==> src/rtl/kdrt_pkg.sv <==
`timescale 1ns / 1ps

package kdrt_pkg;

   localparam int CODE_W    = 8;
   localparam int KEY_W     = 7;
   localparam int MOD_W     = 8;
   localparam int CNT_W     = 4;
   localparam int MODSEL_W  = 3;
   localparam int SLOTS_OUT = 6;
   localparam int REPORTS   = 2;

   localparam logic [CNT_W-1:0] DEBOUNCE_RESET = 4'd5;

   localparam int KEY_CODES_DEF = 136;
   localparam int BOARDS_DEF    = 2;
   localparam int ROLLOVER_DEF  = 6;

   typedef enum logic {
      KIND_SAMPLE   = 1'b0,
      KIND_SCAN_END = 1'b1
   } kdrt_kind_type;

   // One board's share of a key sample.
   typedef struct packed {
      logic                act;
      logic                add;
      logic                drop;
      logic                mod_set;
      logic                mod_clr;
      logic                set_change;
      logic [KEY_W-1:0]    key;
      logic [MODSEL_W-1:0] mod_bit;
   } kdrt_upd_type;

   typedef struct packed {
      logic                              changed;
      logic [MOD_W-1:0]                  mods;
      logic [SLOTS_OUT-1:0][KEY_W-1:0]   slot;
   } kdrt_rpt_type;

endpackage

==> src/rtl/kdrt_req_if.sv <==
`timescale 1ns / 1ps

interface kdrt_req_if;
   logic       valid;
   logic       ready;
   logic       kind;
   logic [7:0] key_code;
   logic       board;
   logic       pressed;

   modport source (output valid, kind, key_code, board, pressed, input ready);
   modport sink   (input valid, kind, key_code, board, pressed, output ready);
endinterface

==> src/rtl/kdrt_rsp_if.sv <==
`timescale 1ns / 1ps

interface kdrt_rsp_if;
   logic       valid;
   logic       ready;
   logic       report_board;
   logic       changed;
   logic [7:0] modifier_bits;
   logic [6:0] slot_0;
   logic [6:0] slot_1;
   logic [6:0] slot_2;
   logic [6:0] slot_3;
   logic [6:0] slot_4;
   logic [6:0] slot_5;
   logic       last;

   modport source (output valid, report_board, changed, modifier_bits, slot_0, slot_1,
                   slot_2, slot_3, slot_4, slot_5, last, input ready);
   modport sink   (input valid, report_board, changed, modifier_bits, slot_0, slot_1,
                   slot_2, slot_3, slot_4, slot_5, last, output ready);
endinterface

==> src/rtl/kdrt_cnt_ram.sv <==
`timescale 1ns / 1ps

module kdrt_cnt_ram import kdrt_pkg::*; #(
   parameter int DEPTH = BOARDS_DEF * KEY_CODES_DEF
) (
   input  logic                     clock,
   input  logic                     reset,
   input  logic                     rd_en,
   input  logic [$clog2(DEPTH)-1:0] rd_addr,
   output logic [CNT_W-1:0]         rd_data,
   input  logic                     wr_en,
   input  logic [$clog2(DEPTH)-1:0] wr_addr,
   input  logic [CNT_W-1:0]         wr_data,
   output logic                     clearing
);

   localparam int AW = $clog2(DEPTH);

   logic [CNT_W-1:0] mem [DEPTH];
   logic [CNT_W-1:0] rd_data_ff;
   logic             clr_busy_ff, clr_busy_in;
   logic [AW-1:0]    clr_addr_ff, clr_addr_in;
   logic             we;
   logic [AW-1:0]    wa;
   logic [CNT_W-1:0] wd;

   // Sweep writes the released value into every entry after reset.
   always_comb begin
      clr_busy_in = clr_busy_ff;
      clr_addr_in = clr_addr_ff;
      if (clr_busy_ff) begin
         clr_addr_in = clr_addr_ff + AW'(1);
         if (clr_addr_ff == AW'(DEPTH - 1)) begin
            clr_busy_in = 1'b0;
         end
      end
      we = clr_busy_ff | wr_en;
      wa = clr_busy_ff ? clr_addr_ff : wr_addr;
      wd = clr_busy_ff ? DEBOUNCE_RESET : wr_data;
   end

   always_ff @(posedge clock) begin
      if (reset) begin
         clr_busy_ff <= 1'b1;
         clr_addr_ff <= '0;
      end else begin
         clr_busy_ff <= clr_busy_in;
         clr_addr_ff <= clr_addr_in;
      end
   end

   always_ff @(posedge clock) begin
      if (we) begin
         mem[wa] <= wd;
      end
      if (rd_en) begin
         rd_data_ff <= mem[rd_addr];
      end
   end

   assign rd_data  = rd_data_ff;
   assign clearing = clr_busy_ff;

endmodule

==> src/rtl/kdrt_board_state.sv <==
`timescale 1ns / 1ps

module kdrt_board_state import kdrt_pkg::*; #(
   parameter int ROLLOVER = ROLLOVER_DEF
) (
   input  logic         clock,
   input  logic         reset,
   input  kdrt_upd_type upd,
   input  logic         clear_change,
   output kdrt_rpt_type rpt
);

   localparam int CW = $clog2(ROLLOVER + 1);

   logic [KEY_W-1:0] keys_ff [ROLLOVER];
   logic [KEY_W-1:0] keys_in [ROLLOVER];
   logic [KEY_W-1:0] keys_nx [ROLLOVER];
   logic [CW-1:0]    count_ff, count_in;
   logic [MOD_W-1:0] mods_ff, mods_in;
   logic             change_ff, change_in;
   logic [ROLLOVER-1:0]             from_hit;
   logic                            seen;
   logic                            full;
   logic [SLOTS_OUT-1:0][KEY_W-1:0] slots;

   always_comb begin
      // neighbour to the right, zero past the end
      for (int j = 0; j + 1 < ROLLOVER; j++) begin
         keys_nx[j] = keys_ff[j + 1];
      end
      keys_nx[ROLLOVER - 1] = '0;

      // from_hit marks the first matching entry and everything after it
      seen = 1'b0;
      for (int j = 0; j < ROLLOVER; j++) begin
         seen        = seen | ((CW'(j) < count_ff) && (keys_ff[j] == upd.key));
         from_hit[j] = seen;
      end
      full = (count_ff == CW'(ROLLOVER));

      keys_in   = keys_ff;
      count_in  = count_ff;
      mods_in   = mods_ff;
      change_in = change_ff;

      if (upd.act) begin
         if (upd.mod_set) begin
            mods_in = mods_ff | (MOD_W'(1) << upd.mod_bit);
         end
         if (upd.mod_clr) begin
            mods_in = mods_ff & ~(MOD_W'(1) << upd.mod_bit);
         end
         if (upd.add) begin
            if (full) begin
               // oldest falls out, new key goes in at the tail
               for (int j = 0; j < ROLLOVER; j++) begin
                  keys_in[j] = (j == ROLLOVER - 1) ? upd.key : keys_nx[j];
               end
            end else begin
               for (int j = 0; j < ROLLOVER; j++) begin
                  if (CW'(j) == count_ff) begin
                     keys_in[j] = upd.key;
                  end
               end
               count_in = count_ff + CW'(1);
            end
         end
         if (upd.drop && seen) begin
            for (int j = 0; j < ROLLOVER; j++) begin
               if (from_hit[j]) begin
                  keys_in[j] = keys_nx[j];
               end
            end
            count_in = count_ff - CW'(1);
         end
         if (upd.set_change) begin
            change_in = 1'b1;
         end
      end
      if (clear_change) begin
         change_in = 1'b0;
      end

      slots = '0;
      for (int s = 0; s < SLOTS_OUT && s < ROLLOVER; s++) begin
         slots[s] = keys_ff[s];
      end
   end

   always_ff @(posedge clock) begin
      if (reset) begin
         for (int j = 0; j < ROLLOVER; j++) begin
            keys_ff[j] <= '0;
         end
         count_ff  <= '0;
         mods_ff   <= '0;
         change_ff <= 1'b0;
      end else begin
         keys_ff   <= keys_in;
         count_ff  <= count_in;
         mods_ff   <= mods_in;
         change_ff <= change_in;
      end
   end

   assign rpt = '{changed: change_ff, mods: mods_ff, slot: slots};

endmodule

==> src/rtl/kdrt_rsp_buf.sv <==
`timescale 1ns / 1ps

module kdrt_rsp_buf import kdrt_pkg::*; (
   input  logic                             clock,
   input  logic                             reset,
   input  logic                             load,
   input  kdrt_rpt_type [REPORTS-1:0]       rpt,
   output logic                             free,
   kdrt_rsp_if.source                       rsp_chan
);

   logic                        busy_ff, busy_in;
   logic                        idx_ff, idx_in;
   kdrt_rpt_type [REPORTS-1:0]  rpt_ff;
   kdrt_rpt_type                cur;

   always_comb begin
      free    = !busy_ff || (rsp_chan.ready && idx_ff);
      busy_in = busy_ff;
      idx_in  = idx_ff;
      if (load) begin
         busy_in = 1'b1;
         idx_in  = 1'b0;
      end else if (busy_ff && rsp_chan.ready) begin
         if (idx_ff) begin
            busy_in = 1'b0;
         end else begin
            idx_in = 1'b1;
         end
      end
   end

   always_ff @(posedge clock) begin
      if (reset) begin
         busy_ff <= 1'b0;
         idx_ff  <= 1'b0;
      end else begin
         busy_ff <= busy_in;
         idx_ff  <= idx_in;
      end
   end

   always_ff @(posedge clock) begin
      if (load) begin
         rpt_ff <= rpt;
      end
   end

   assign cur = rpt_ff[idx_ff];

   assign rsp_chan.valid         = busy_ff;
   assign rsp_chan.report_board  = idx_ff;
   assign rsp_chan.last          = idx_ff;
   assign rsp_chan.changed       = cur.changed;
   assign rsp_chan.modifier_bits = cur.mods;
   assign rsp_chan.slot_0        = cur.slot[0];
   assign rsp_chan.slot_1        = cur.slot[1];
   assign rsp_chan.slot_2        = cur.slot[2];
   assign rsp_chan.slot_3        = cur.slot[3];
   assign rsp_chan.slot_4        = cur.slot[4];
   assign rsp_chan.slot_5        = cur.slot[5];

endmodule

==> src/rtl/key_debounce_rollover_tracker.sv <==
`timescale 1ns / 1ps
// Results: an end-of-scan is registered at intake and then loaded into the result buffer;
//   board 0's report shows first, board 1's once it is taken; key samples give no result.
// Throughput: one transaction per cycle, with a bypass for back-to-back counter updates,
//   unless an end-of-scan must wait for the result buffer to send both earlier reports.
// Reset: synchronous; then a sweep over BOARDS (at most 2) x KEY_CODES entries (272 by default)
//   loads every debounce counter with 5 while req_chan.ready is low.

module key_debounce_rollover_tracker import kdrt_pkg::*; #(
   parameter int KEY_CODES = KEY_CODES_DEF,
   parameter int BOARDS    = BOARDS_DEF,
   parameter int ROLLOVER  = ROLLOVER_DEF
) (
   input  logic             clock,
   input  logic             reset,
   kdrt_req_if.sink         req_chan,
   kdrt_rsp_if.source       rsp_chan,
   input  logic             csr_we,
   input  logic [CNT_W-1:0] csr_wdata
);

   // The board field is one bit, so no more than two boards can ever be addressed.
   localparam int USED_BOARDS = (BOARDS < REPORTS) ? BOARDS : REPORTS;
   localparam int CNT_DEPTH   = USED_BOARDS * KEY_CODES;
   localparam int CNT_AW      = $clog2(CNT_DEPTH);

   // ---------------------------------------------------------------- config
   logic [CNT_W-1:0] debounce_ff;
   logic [CNT_W-1:0] reload;

   always_ff @(posedge clock) begin
      if (reset) begin
         debounce_ff <= DEBOUNCE_RESET;
      end else if (csr_we) begin
         debounce_ff <= csr_wdata;
      end
   end

   // a count of zero behaves as one
   assign reload = (debounce_ff == '0) ? CNT_W'(1) : debounce_ff;

   // ---------------------------------------------------------------- intake
   logic              accept;
   logic              clearing;
   logic              buf_free;
   logic              s1_adv;
   logic              hit_in;
   logic [CNT_AW-1:0] addr_in;

   logic              s1_valid_ff;
   kdrt_kind_type     s1_kind_ff;
   logic [CODE_W-1:0] s1_code_ff;
   logic              s1_board_ff;
   logic              s1_pressed_ff;
   logic              s1_hit_ff;
   logic [CNT_AW-1:0] s1_addr_ff;

   // Samples outside the code range, code zero, or for a missing board are dropped.
   assign hit_in = (kdrt_kind_type'(req_chan.kind) == KIND_SAMPLE)
                && (req_chan.key_code != '0)
                && ({1'b0, req_chan.key_code} < (CODE_W + 1)'(KEY_CODES))
                && (!req_chan.board || (USED_BOARDS > 1));

   assign addr_in = req_chan.board ? CNT_AW'(KEY_CODES) + CNT_AW'(req_chan.key_code)
                                   : CNT_AW'(req_chan.key_code);

   // Only an end-of-scan can stall, and only while the result buffer is still draining.
   assign s1_adv = s1_valid_ff && ((s1_kind_ff == KIND_SAMPLE) || buf_free);
   assign req_chan.ready = !clearing && (!s1_valid_ff || s1_adv);
   assign accept = req_chan.valid && req_chan.ready;

   always_ff @(posedge clock) begin
      if (reset) begin
         s1_valid_ff <= 1'b0;
      end else if (accept) begin
         s1_valid_ff <= 1'b1;
      end else if (s1_adv) begin
         s1_valid_ff <= 1'b0;
      end
   end

   always_ff @(posedge clock) begin
      if (accept) begin
         s1_kind_ff    <= kdrt_kind_type'(req_chan.kind);
         s1_code_ff    <= req_chan.key_code;
         s1_board_ff   <= req_chan.board;
         s1_pressed_ff <= req_chan.pressed;
         s1_hit_ff     <= hit_in;
         s1_addr_ff    <= addr_in;
      end
   end

   // ---------------------------------------------------------------- counters
   logic [CNT_W-1:0]  ram_rdata;
   logic              cnt_we;
   logic [CNT_W-1:0]  cnt_wdata;
   logic [CNT_W-1:0]  cnt_cur;
   logic              fwd_valid_ff;
   logic [CNT_AW-1:0] fwd_addr_ff;
   logic [CNT_W-1:0]  fwd_data_ff;

   kdrt_cnt_ram #(
      .DEPTH (CNT_DEPTH)
   ) u_cnt_ram (
      .clock    (clock),
      .reset    (reset),
      .rd_en    (accept),
      .rd_addr  (addr_in),
      .rd_data  (ram_rdata),
      .wr_en    (cnt_we),
      .wr_addr  (s1_addr_ff),
      .wr_data  (cnt_wdata),
      .clearing (clearing)
   );

   // The read for the next transaction is issued on the same edge as this write-back,
   // so a back-to-back hit on the same key takes the value from the bypass register.
   always_ff @(posedge clock) begin
      if (reset) begin
         fwd_valid_ff <= 1'b0;
      end else begin
         fwd_valid_ff <= cnt_we;
      end
   end

   always_ff @(posedge clock) begin
      if (cnt_we) begin
         fwd_addr_ff <= s1_addr_ff;
         fwd_data_ff <= cnt_wdata;
      end
   end

   assign cnt_cur = (fwd_valid_ff && (fwd_addr_ff == s1_addr_ff)) ? fwd_data_ff : ram_rdata;
   assign cnt_we  = s1_valid_ff && s1_hit_ff;

   always_comb begin
      if (s1_pressed_ff) begin
         cnt_wdata = (cnt_cur == '0) ? '0 : cnt_cur - CNT_W'(1);
      end else begin
         cnt_wdata = reload;
      end
   end

   // ---------------------------------------------------------------- board state
   logic                       cnt_one;
   logic                       cnt_zero;
   logic                       is_mod;
   logic                       scan_end;
   kdrt_upd_type               upd_base;
   kdrt_rpt_type [REPORTS-1:0] rpts;

   assign cnt_one  = (cnt_cur == CNT_W'(1));
   assign cnt_zero = (cnt_cur == '0);
   assign is_mod   = s1_code_ff[CODE_W-1];
   assign scan_end = s1_valid_ff && (s1_kind_ff == KIND_SCAN_END) && buf_free;

   // press registers on the step from one to zero; release flags only a registered key
   always_comb begin
      upd_base.act        = cnt_we;
      upd_base.add        = s1_pressed_ff && cnt_one && !is_mod;
      upd_base.mod_set    = s1_pressed_ff && cnt_one && is_mod;
      upd_base.drop       = !s1_pressed_ff && !is_mod;
      upd_base.mod_clr    = !s1_pressed_ff && is_mod;
      upd_base.set_change = s1_pressed_ff ? cnt_one : cnt_zero;
      upd_base.key        = s1_code_ff[KEY_W-1:0];
      upd_base.mod_bit    = s1_code_ff[MODSEL_W-1:0];
   end

   for (genvar r = 0; r < REPORTS; r++) begin : g_board
      if (r < USED_BOARDS) begin : g_live
         kdrt_upd_type upd;

         always_comb begin
            upd     = upd_base;
            upd.act = upd_base.act && (s1_board_ff == 1'(r));
         end

         kdrt_board_state #(
            .ROLLOVER (ROLLOVER)
         ) u_board (
            .clock        (clock),
            .reset        (reset),
            .upd          (upd),
            .clear_change (scan_end),
            .rpt          (rpts[r])
         );
      end else begin : g_absent
         // a board that does not exist reports all zeros
         assign rpts[r] = '0;
      end
   end

   // ---------------------------------------------------------------- results
   kdrt_rsp_buf u_rsp_buf (
      .clock    (clock),
      .reset    (reset),
      .load     (scan_end),
      .rpt      (rpts),
      .free     (buf_free),
      .rsp_chan (rsp_chan)
   );

endmodule

==> src/flat_wrapper.sv <==
// flat-port wrapper written by rule: the top's interface ports become plain ports
module key_debounce_rollover_tracker_flat import kdrt_pkg::*;
#(
   parameter int KEY_CODES = KEY_CODES_DEF,
   parameter int BOARDS    = BOARDS_DEF,
   parameter int ROLLOVER  = ROLLOVER_DEF
)
  (clock, reset, csr_we, csr_wdata, req_chan_valid, req_chan_kind, req_chan_key_code, req_chan_board, req_chan_pressed, req_chan_ready, rsp_chan_valid, rsp_chan_report_board, rsp_chan_changed, rsp_chan_modifier_bits, rsp_chan_slot_0, rsp_chan_slot_1, rsp_chan_slot_2, rsp_chan_slot_3, rsp_chan_slot_4, rsp_chan_slot_5, rsp_chan_last, rsp_chan_ready);
  kdrt_req_if req_chan_i ();
  kdrt_rsp_if rsp_chan_i ();
  input  logic clock;
  input  logic reset;
  input  logic csr_we;
  input  logic [CNT_W-1:0] csr_wdata;
  input wire logic [$bits(req_chan_i.valid)-1:0] req_chan_valid;
  input wire logic [$bits(req_chan_i.kind)-1:0] req_chan_kind;
  input wire logic [$bits(req_chan_i.key_code)-1:0] req_chan_key_code;
  input wire logic [$bits(req_chan_i.board)-1:0] req_chan_board;
  input wire logic [$bits(req_chan_i.pressed)-1:0] req_chan_pressed;
  output wire logic [$bits(req_chan_i.ready)-1:0] req_chan_ready;
  output wire logic [$bits(rsp_chan_i.valid)-1:0] rsp_chan_valid;
  output wire logic [$bits(rsp_chan_i.report_board)-1:0] rsp_chan_report_board;
  output wire logic [$bits(rsp_chan_i.changed)-1:0] rsp_chan_changed;
  output wire logic [$bits(rsp_chan_i.modifier_bits)-1:0] rsp_chan_modifier_bits;
  output wire logic [$bits(rsp_chan_i.slot_0)-1:0] rsp_chan_slot_0;
  output wire logic [$bits(rsp_chan_i.slot_1)-1:0] rsp_chan_slot_1;
  output wire logic [$bits(rsp_chan_i.slot_2)-1:0] rsp_chan_slot_2;
  output wire logic [$bits(rsp_chan_i.slot_3)-1:0] rsp_chan_slot_3;
  output wire logic [$bits(rsp_chan_i.slot_4)-1:0] rsp_chan_slot_4;
  output wire logic [$bits(rsp_chan_i.slot_5)-1:0] rsp_chan_slot_5;
  output wire logic [$bits(rsp_chan_i.last)-1:0] rsp_chan_last;
  input wire logic [$bits(rsp_chan_i.ready)-1:0] rsp_chan_ready;
  assign req_chan_i.valid = req_chan_valid;
  assign req_chan_i.kind = req_chan_kind;
  assign req_chan_i.key_code = req_chan_key_code;
  assign req_chan_i.board = req_chan_board;
  assign req_chan_i.pressed = req_chan_pressed;
  assign req_chan_ready = req_chan_i.ready;
  assign rsp_chan_valid = rsp_chan_i.valid;
  assign rsp_chan_report_board = rsp_chan_i.report_board;
  assign rsp_chan_changed = rsp_chan_i.changed;
  assign rsp_chan_modifier_bits = rsp_chan_i.modifier_bits;
  assign rsp_chan_slot_0 = rsp_chan_i.slot_0;
  assign rsp_chan_slot_1 = rsp_chan_i.slot_1;
  assign rsp_chan_slot_2 = rsp_chan_i.slot_2;
  assign rsp_chan_slot_3 = rsp_chan_i.slot_3;
  assign rsp_chan_slot_4 = rsp_chan_i.slot_4;
  assign rsp_chan_slot_5 = rsp_chan_i.slot_5;
  assign rsp_chan_last = rsp_chan_i.last;
  assign rsp_chan_i.ready = rsp_chan_ready;
  key_debounce_rollover_tracker #(.KEY_CODES(KEY_CODES), .BOARDS(BOARDS), .ROLLOVER(ROLLOVER)) u_core (.clock(clock), .reset(reset), .req_chan(req_chan_i), .rsp_chan(rsp_chan_i), .csr_we(csr_we), .csr_wdata(csr_wdata));
endmodule
==> config.mk <==
export PLATFORM = sky130hd
export DESIGN_NAME = key_debounce_rollover_tracker_flat
export DESIGN_NICKNAME = d
export VERILOG_FILES = /design/src/rtl/kdrt_pkg.sv /design/src/rtl/kdrt_req_if.sv /design/src/rtl/kdrt_rsp_if.sv /design/src/rtl/kdrt_cnt_ram.sv /design/src/rtl/kdrt_board_state.sv /design/src/rtl/kdrt_rsp_buf.sv /design/src/rtl/key_debounce_rollover_tracker.sv /design/src/flat_wrapper.sv
export SDC_FILE = /design/constraint.sdc
export NUM_CORES = 2
export LEC_CHECK = 0
export BUFFER_PORTS_ARGS = -buffer_cell sky130_fd_sc_hd__buf_2
export CAP_MARGIN = 15
export CORE_MARGIN = 1
export CORE_UTILIZATION = 55
export DETAILED_ROUTE_END_ITERATION = 16
export PLACE_DENSITY = 0.71
export SYNTH_ARGS = -nofsm -noshare
export SYNTH_HDL_FRONTEND = slang
export SYNTH_SLANG_ARGS = --single-unit
==> constraint.sdc <==
create_clock -name clock -period 21.6 [get_ports clock]
set_input_delay 3.24 -clock clock [delete_from_list [all_inputs] [get_ports clock]]
set_output_delay 3.24 -clock clock [all_outputs]
set_load 0.005 [all_outputs]
* Word level (Yosys, flattened, before mapping) *
Memory sizes are Yosys's and may differ from the RTL's. A register that Yosys moved wholly into a read port is not among the register bits.
Cells that the tools add are included.

storage, ports and cells
  bits in writable memories = 1088
  memories = 1
  register bits = 262
  bits of input ports = 20
  output and inout bits = 55

operators by class
  equality and inequality tests = 29
  mux-type cells = 59
  bitwise logic cells = 19
  order comparisons = 14
  shift-type cells = 1
  add/subtract/negate cells = 7
  reduce and logical (&&, ||, !) cells = 59

memory list
  memory                words  bits a word  read ports  clocked after memory_dff  wr ports  RTL line            RTL
  u_core.u_cnt_ram.mem  272    4            1           1                         1         kdrt_cnt_ram.sv:19  logic [CNT_W-1:0] mem [DEPTH];

operators by type and width
  cell                 number
  $mux 42              6
  $mux 7               24
  $mux 51              2
  $eq 7x7->1           12
  $logic_and 1x1->1    32
  $mux 8               4
  $mux 4               5
  $mux 3               6
  $mux 9               2
  $and 8x8->8          2
  $or 8x8->8           2
  $eq 2x3->1 const A   4
  $eq 3x3->1 const A   4
  $lt 1x3->1 const A   4
  $lt 2x3->1 const A   4
  $lt 3x3->1 const A   4
  $reduce_bool 2->1    6
  $or 1x1->1           11
  $mux 1               10
  $reduce_and 2->1     5
  $add 8x8->9 const A  1
  $add 9x1->9 const B  1
  $eq 9x9->1           1
  $eq 9x9->1 const B   1
  19 further kinds     35

* Longest topological paths before layout *
  word-level depth = 10
  mapped depth = 12
  gate-level depth less buffers = 10

* Hierarchy *
Synthesis repeated with hierarchy kept, for this count alone.

unflattened totals
  cells, all modules = 3566
  area, all modules = 56898.3 µm²

modules (own cells, without submodules)
  module                         instances  cells each  area each (µm²)
  kdrt_cnt_ram                   1          2316        43875.8
  kdrt_board_state               2          477         3679.8
  kdrt_rsp_buf                   1          167         4008.8
  key_debounce_rollover_tracker  1          129         1654.1

* Least setup slack after synthesis *
Ideal clock, no wire load.

  kind = reg2reg
  start = reg u_core.s1_addr_ff[6]
  end = mem u_core.u_cnt_ram.mem[0][3] (data pin)
  data required time = 20.059 ns
  path slack = 11.700 ns
  cell stages (with the launch flop) = 8
  path buffers = 0
  arrival = 8.359 ns
  setup time = 1.541 ns
  clock period less this slack = 9.900 ns
  cells stage by stage = edfxtp_1 > xnor2_1 > nand4_1 > nor3_2 > mux2i_1 > nand3_1 > a31o_2 > nor2b_1

between the ends
  word-level cells in the longest chain between the ends = 7

RTL lines
  what                                                   RTL line                              RTL
  start: declaration                                     key_debounce_rollover_tracker.sv:56   logic [CNT_AW-1:0] s1_addr_ff;
  start signal: assignment                               key_debounce_rollover_tracker.sv:89   s1_addr_ff <= addr_in;
  $eq 9x9->1 (*)                                         key_debounce_rollover_tracker.sv:133  assign cnt_cur = (fwd_valid_ff && (fwd_addr_ff == s1_addr_ff)) ? fwd_data_ff : ram_rdata;
  $logic_and 1x1->1 (*)                                  key_debounce_rollover_tracker.sv:133
  $mux 4 (*)                                             key_debounce_rollover_tracker.sv:133
  $sub 4x1->4 / $logic_not 4->1 (equally long branches)  key_debounce_rollover_tracker.sv:138  cnt_wdata = (cnt_cur == '0) ? '0 : cnt_cur - CNT_W'(1);
  $mux 4 (*)                                             key_debounce_rollover_tracker.sv:138
  $mux 4 (*)                                             key_debounce_rollover_tracker.sv:137  if (s1_pressed_ff) begin
  net u_core.cnt_wdata[3]                                key_debounce_rollover_tracker.sv:96   logic [CNT_W-1:0] cnt_wdata;
  $mux 4 (*)                                             kdrt_cnt_ram.sv:39                    wd = clr_busy_ff ? DEBOUNCE_RESET : wr_data;
  net u_core.u_cnt_ram.wd[3]                             kdrt_cnt_ram.sv:25                    logic [CNT_W-1:0] wd;
  end: declaration                                       kdrt_cnt_ram.sv:19

The timed path passes the listed nets; every way through them passes the cells marked *.

* Final worst setup path *
  start = in req_chan_key_code[0]
  end = reg u_core.u_cnt_ram.rd_data_ff[2] (netlist: u_core.u_cnt_ram.rd_data[2]), read port of u_core.u_cnt_ram.mem (data pin)

between the ends
  word-level cells in the longest chain between the ends = 2

RTL lines
  what                RTL line                             RTL
  start: declaration  flat_wrapper.sv:17                   input wire logic [$bits(req_chan_i.key_code)-1:0] req_chan_key_code;
  $add 8x8->9         key_debounce_rollover_tracker.sv:64  assign addr_in = req_chan.board ? CNT_AW'(KEY_CODES) + CNT_AW'(req_chan.key_code)
  $mux 9 (*)          key_debounce_rollover_tracker.sv:64
  end: declaration    kdrt_cnt_ram.sv:20                   logic [CNT_W-1:0] rd_data_ff;

Mark *: on every way between the ends. The rest lies on a longest branch, timed or not.
A chain may end at the register's enable or synchronous reset.

==> summary.md <==
| Metric | Value |
|---|---|
| Num rows | `roughly 120` |
| Simple logic cell fraction of the synthesized area | `6.266%` |
| CTS Buf Count | `between 100 and 150` |
| Crit path kind | `in2reg` |
| Cells after synthesis | `about 3500` |
| I/O Pins | `75` |
| Fmax | `0.1305 GHz` |
| Status | `finished, final reports clean` |
| Peak VDD IR | `~0.000065 V` |
| Final worst path period need | `7663 ps` |
| Crit Path Max Fanout | `98` |
| Detailed placement HPWL | `a little under 80 mm` |
| WP data arrival | `8130 ps` |
| Crit start category | `primary input` |
| Synth area leaders | `edfxtp_1, mux4_2, dfxtp_1` |
| Placed Cells | `between 4000 and 5000` |
| Grt total ovfl | `0` |
| Hold Path Depth | `0` |
| # Max-Cap Violations | `0` |
| RR Endpoint | `u_core.u_cnt_ram.mem[223][0]` |
| Setup Viol. Count Final | `0` |
| Sequential power share | `a little over half` |
| Drt initial violations | `3817` |
| Worst-path clk slew | `roughly 60 ps` |
| Worst slew margin | `16.33%` |
| Yosys warnings | `0` |
| CTS H-tree depth | `4` |
| Post-CTS setup buffer count | `0` |
| Worst min path class | `reg2reg` |
| Final Hold Vio Count | `0` |
| CP Capture Type | `register` |
| Routed len/inst | `between 20 and 30 um` |
| Total track usage | `about a quarter` |
| Power per cell area | `86.56 nW/um^2` |
| Final Max Tran Viols | `0` |
| Logic pwr share | `3.5%` |
| Share of cells above drive strength 1 | `about a fifth` |
| Fin cells | `4969` |
| Post-synth top area cell | `edfxtp_1` |
| CTS tree | `done` |
| Largest family of logic cells by synthesized area | `multiplexers` |
| Seq/Total Area, Yosys | `70.00%` |
| Syn_nets | `3500` |
| Drt drc | `0` |
| NetSw | `between 0.001 and 0.0015 W` |
| Nets@finish | `about 3500` |
| Drt pass-1 iters | `8` |
| Fin crit share | `a little over a third` |
| Commonest cells in the netlist | `edfxtp_1, nor2_1, mux4_2` |
| Die width | `around 320 um` |
| Synth top area share | `between 60% and 70%` |
| Reg2reg setup slack | `between 15000 and 20000 ps` |
| Post-route ant nets | `0` |
| Via count | `around 32000` |
| Mapped cell area | `~56000 sq um` |
| Placer Congestion | `about 0.85` |
| Switching Share | `between 20% and 30%` |
| Synth Area in Adders | `less than 1%` |
| Asr flop ratio synth | `0%` |
| Die area | `between 100000 and 150000 sq um` |
| Leakage | `19.34 nW` |
| Pin count of the biggest net entering global routing | `244` |
| Count leader, synth | `edfxtp_1` |
| Placeable Area | `a little over 100000 sq um` |
| Internal | `approximately 0.0042 W` |
| First-pass GRT wire length | `between 150 and 200 mm` |
| Clock power frac | `44.2%` |
| Worst r2r path cells | `10` |
| FF-to-FF Start | `u_core.s1_addr_ff[1]` |
| Mean Syn Cell Area | `approximately 16 sq um` |
| WHS Endpoint | `u_core.u_rsp_buf.rpt_ff[45]` |
| Unrepaired setup endpoints after global routing | `no` |
| Compound-gate portion of the synthesized area | `under 10%` |
| Vias in the first global route | `a little over 30000` |
| Initial antenna violation count | `2` |
| Clk sinks | `~1400` |
| Cts repair resizes | `0` |
| Clock root cell | `clkbuf_16` |
| CTS Hold Bufs | `0` |
| Synth unique cells | `72` |
| Post-route clock skew | `26.79 ps` |
| Slew @ Worst Pin | `1255 ps` |
| Ys flop type | `edfxtp_1` |
| Clock latency at the later pin of the worst-skew pair | `about 760 ps` |
| Final WL | `around 130 mm` |
| Post-synthesis mux area share | `between 10% and 20%` |
| Via/cell ratio | `roughly 6.4` |
| CP required | `around 22000 ps` |
| Setup TNS | `0 ps` |
| Post-synth EDFFs | `1225` |
| Clock tree buffer depth | `3` |
| Flops & latches, synth | `~1400` |
| Die Y | `between 300 and 400 um` |
| Post-Synth XOR/XNOR Area | `under 10%` |
| Starting Density | `about 56%` |
| Area Growth Syn to Fin | `10.72%` |
| Fill count | `a little over 7000` |
| PortBufs | `74` |
-- state kept, by name, summed over array words and instances (netlist names), 2 cells and up, named ones only --
| signal | cells |
|---|---|
| u_core.s1_code_ff | 5 |
| u_core.u_cnt_ram.clr_addr_ff | 9 |
| u_core.g_board.g_live.u_board.count_ff | 6 |
| u_core.s1_addr_ff | 9 |
| u_core.fwd_addr_ff | 9 |
| u_core.fwd_data_ff | 4 |
| u_core.u_cnt_ram.mem | 1088 |
| u_core.g_board.g_live.u_board.change_ff | 2 |
| u_core.g_board.g_live.u_board.rpt | 84 |
| u_core.u_rsp_buf.rpt_ff | 102 |
| u_core.debounce_ff | 4 |
| u_core.u_cnt_ram.rd_data | 4 |
-- layer usage --
layer  routed length (um)  GRT usage, %
met4                 2804         7.365
met1                53480         37.24
met5                   27             0
met2                61450         39.24
met3                12240         5.326
-- worst max-delay path: stages --
cell and delay (ps):
buf_8 480, buf_4 720, buf_12 560, buf_4 810, mux4_2 600, mux4_2 490
a2111oi_0 480, a22o_1 300, o41ai_2 100
-- area by class of cell --
type	count	area, sq um	area share, %
Sequential cell	1351	39310	63.23
Tap cell	1357	1698	2.731
Clock inverter	77	967.2	1.556
Antenna cell	1	2.502	0.004025
Multi-Input combinational cell	1853	15630	25.14
Inverter	27	103.9	0.1670
Timing Repair Buffer	133	880.8	1.417
Clock buffer	170	3582	5.762
-- logic make-up after synthesis --
family	count (synthesis)
fa+ha+maj	12
compound gates	509
flops	1351
simple gates	840
buf+inv	264
mux	387
xor+xnor	105
-- worst max path at each step --
| stage | start | to | cells after the start |
|---|---|---|---|
| 6_report | req_chan_key_code[0] | u_core.u_cnt_ram.rd_data[2] | 9 |
| 4_1_cts | req_chan_key_code[0] | u_core.u_cnt_ram.rd_data[2] | 9 |
| 3_3_place_gp | req_chan_key_code[0] | u_core.u_cnt_ram.rd_data[2] | 9 |
| 2_1_floorplan | u_core.s1_addr_ff[6] | u_core.u_cnt_ram.mem[0][3] | 7 |
| 5_1_grt | req_chan_key_code[0] | u_core.u_cnt_ram.rd_data[2] | 9 |
| 3_5_place_dp | req_chan_key_code[0] | u_core.u_cnt_ram.rd_data[2] | 9 |
-- placed cells by master, fill, tap and decap left out, drive strengths merged, types with 58 or more instances in the layout --
master / instances
a211oi: 60
a21oi: 176
buf: 131
clkbuf: 172
dfxtp: 126
edfxtp: 1225
mux2: 58
mux4: 300
nand2: 284
nor2: 397
o21ai: 68
-- power by group through the flow --
stage	clock [W]	sequential, W	combinational (W)
after floorplan	0	0.00287	0.000131
after global placement	0	0.00287	0.000184
after detailed placement	0	0.00287	0.000185
after CTS	0.00241	0.00281	0.000186
after global routing	0.00251	0.00281	0.000198
final	0.00238	0.00281	0.000187
-- stage by stage --
step	cell area, sq um	utilization [%]	hold WS, ps	setup WS, ps	total power (W)
2_1_floorplan	56150	-	408.8	11700	0.002998
3_3_place_gp	57610	57.28	417.5	13060	0.003053
3_5_place_dp	57610	57.28	417.2	13070	0.003054
4_1_cts	62160	61.80	431.5	13820	0.005409
5_1_grt	62170	61.81	451.9	13440	0.005519
6_report	62170	61.81	431.3	13940	0.005382
Power figures use the tool's default switching activity.
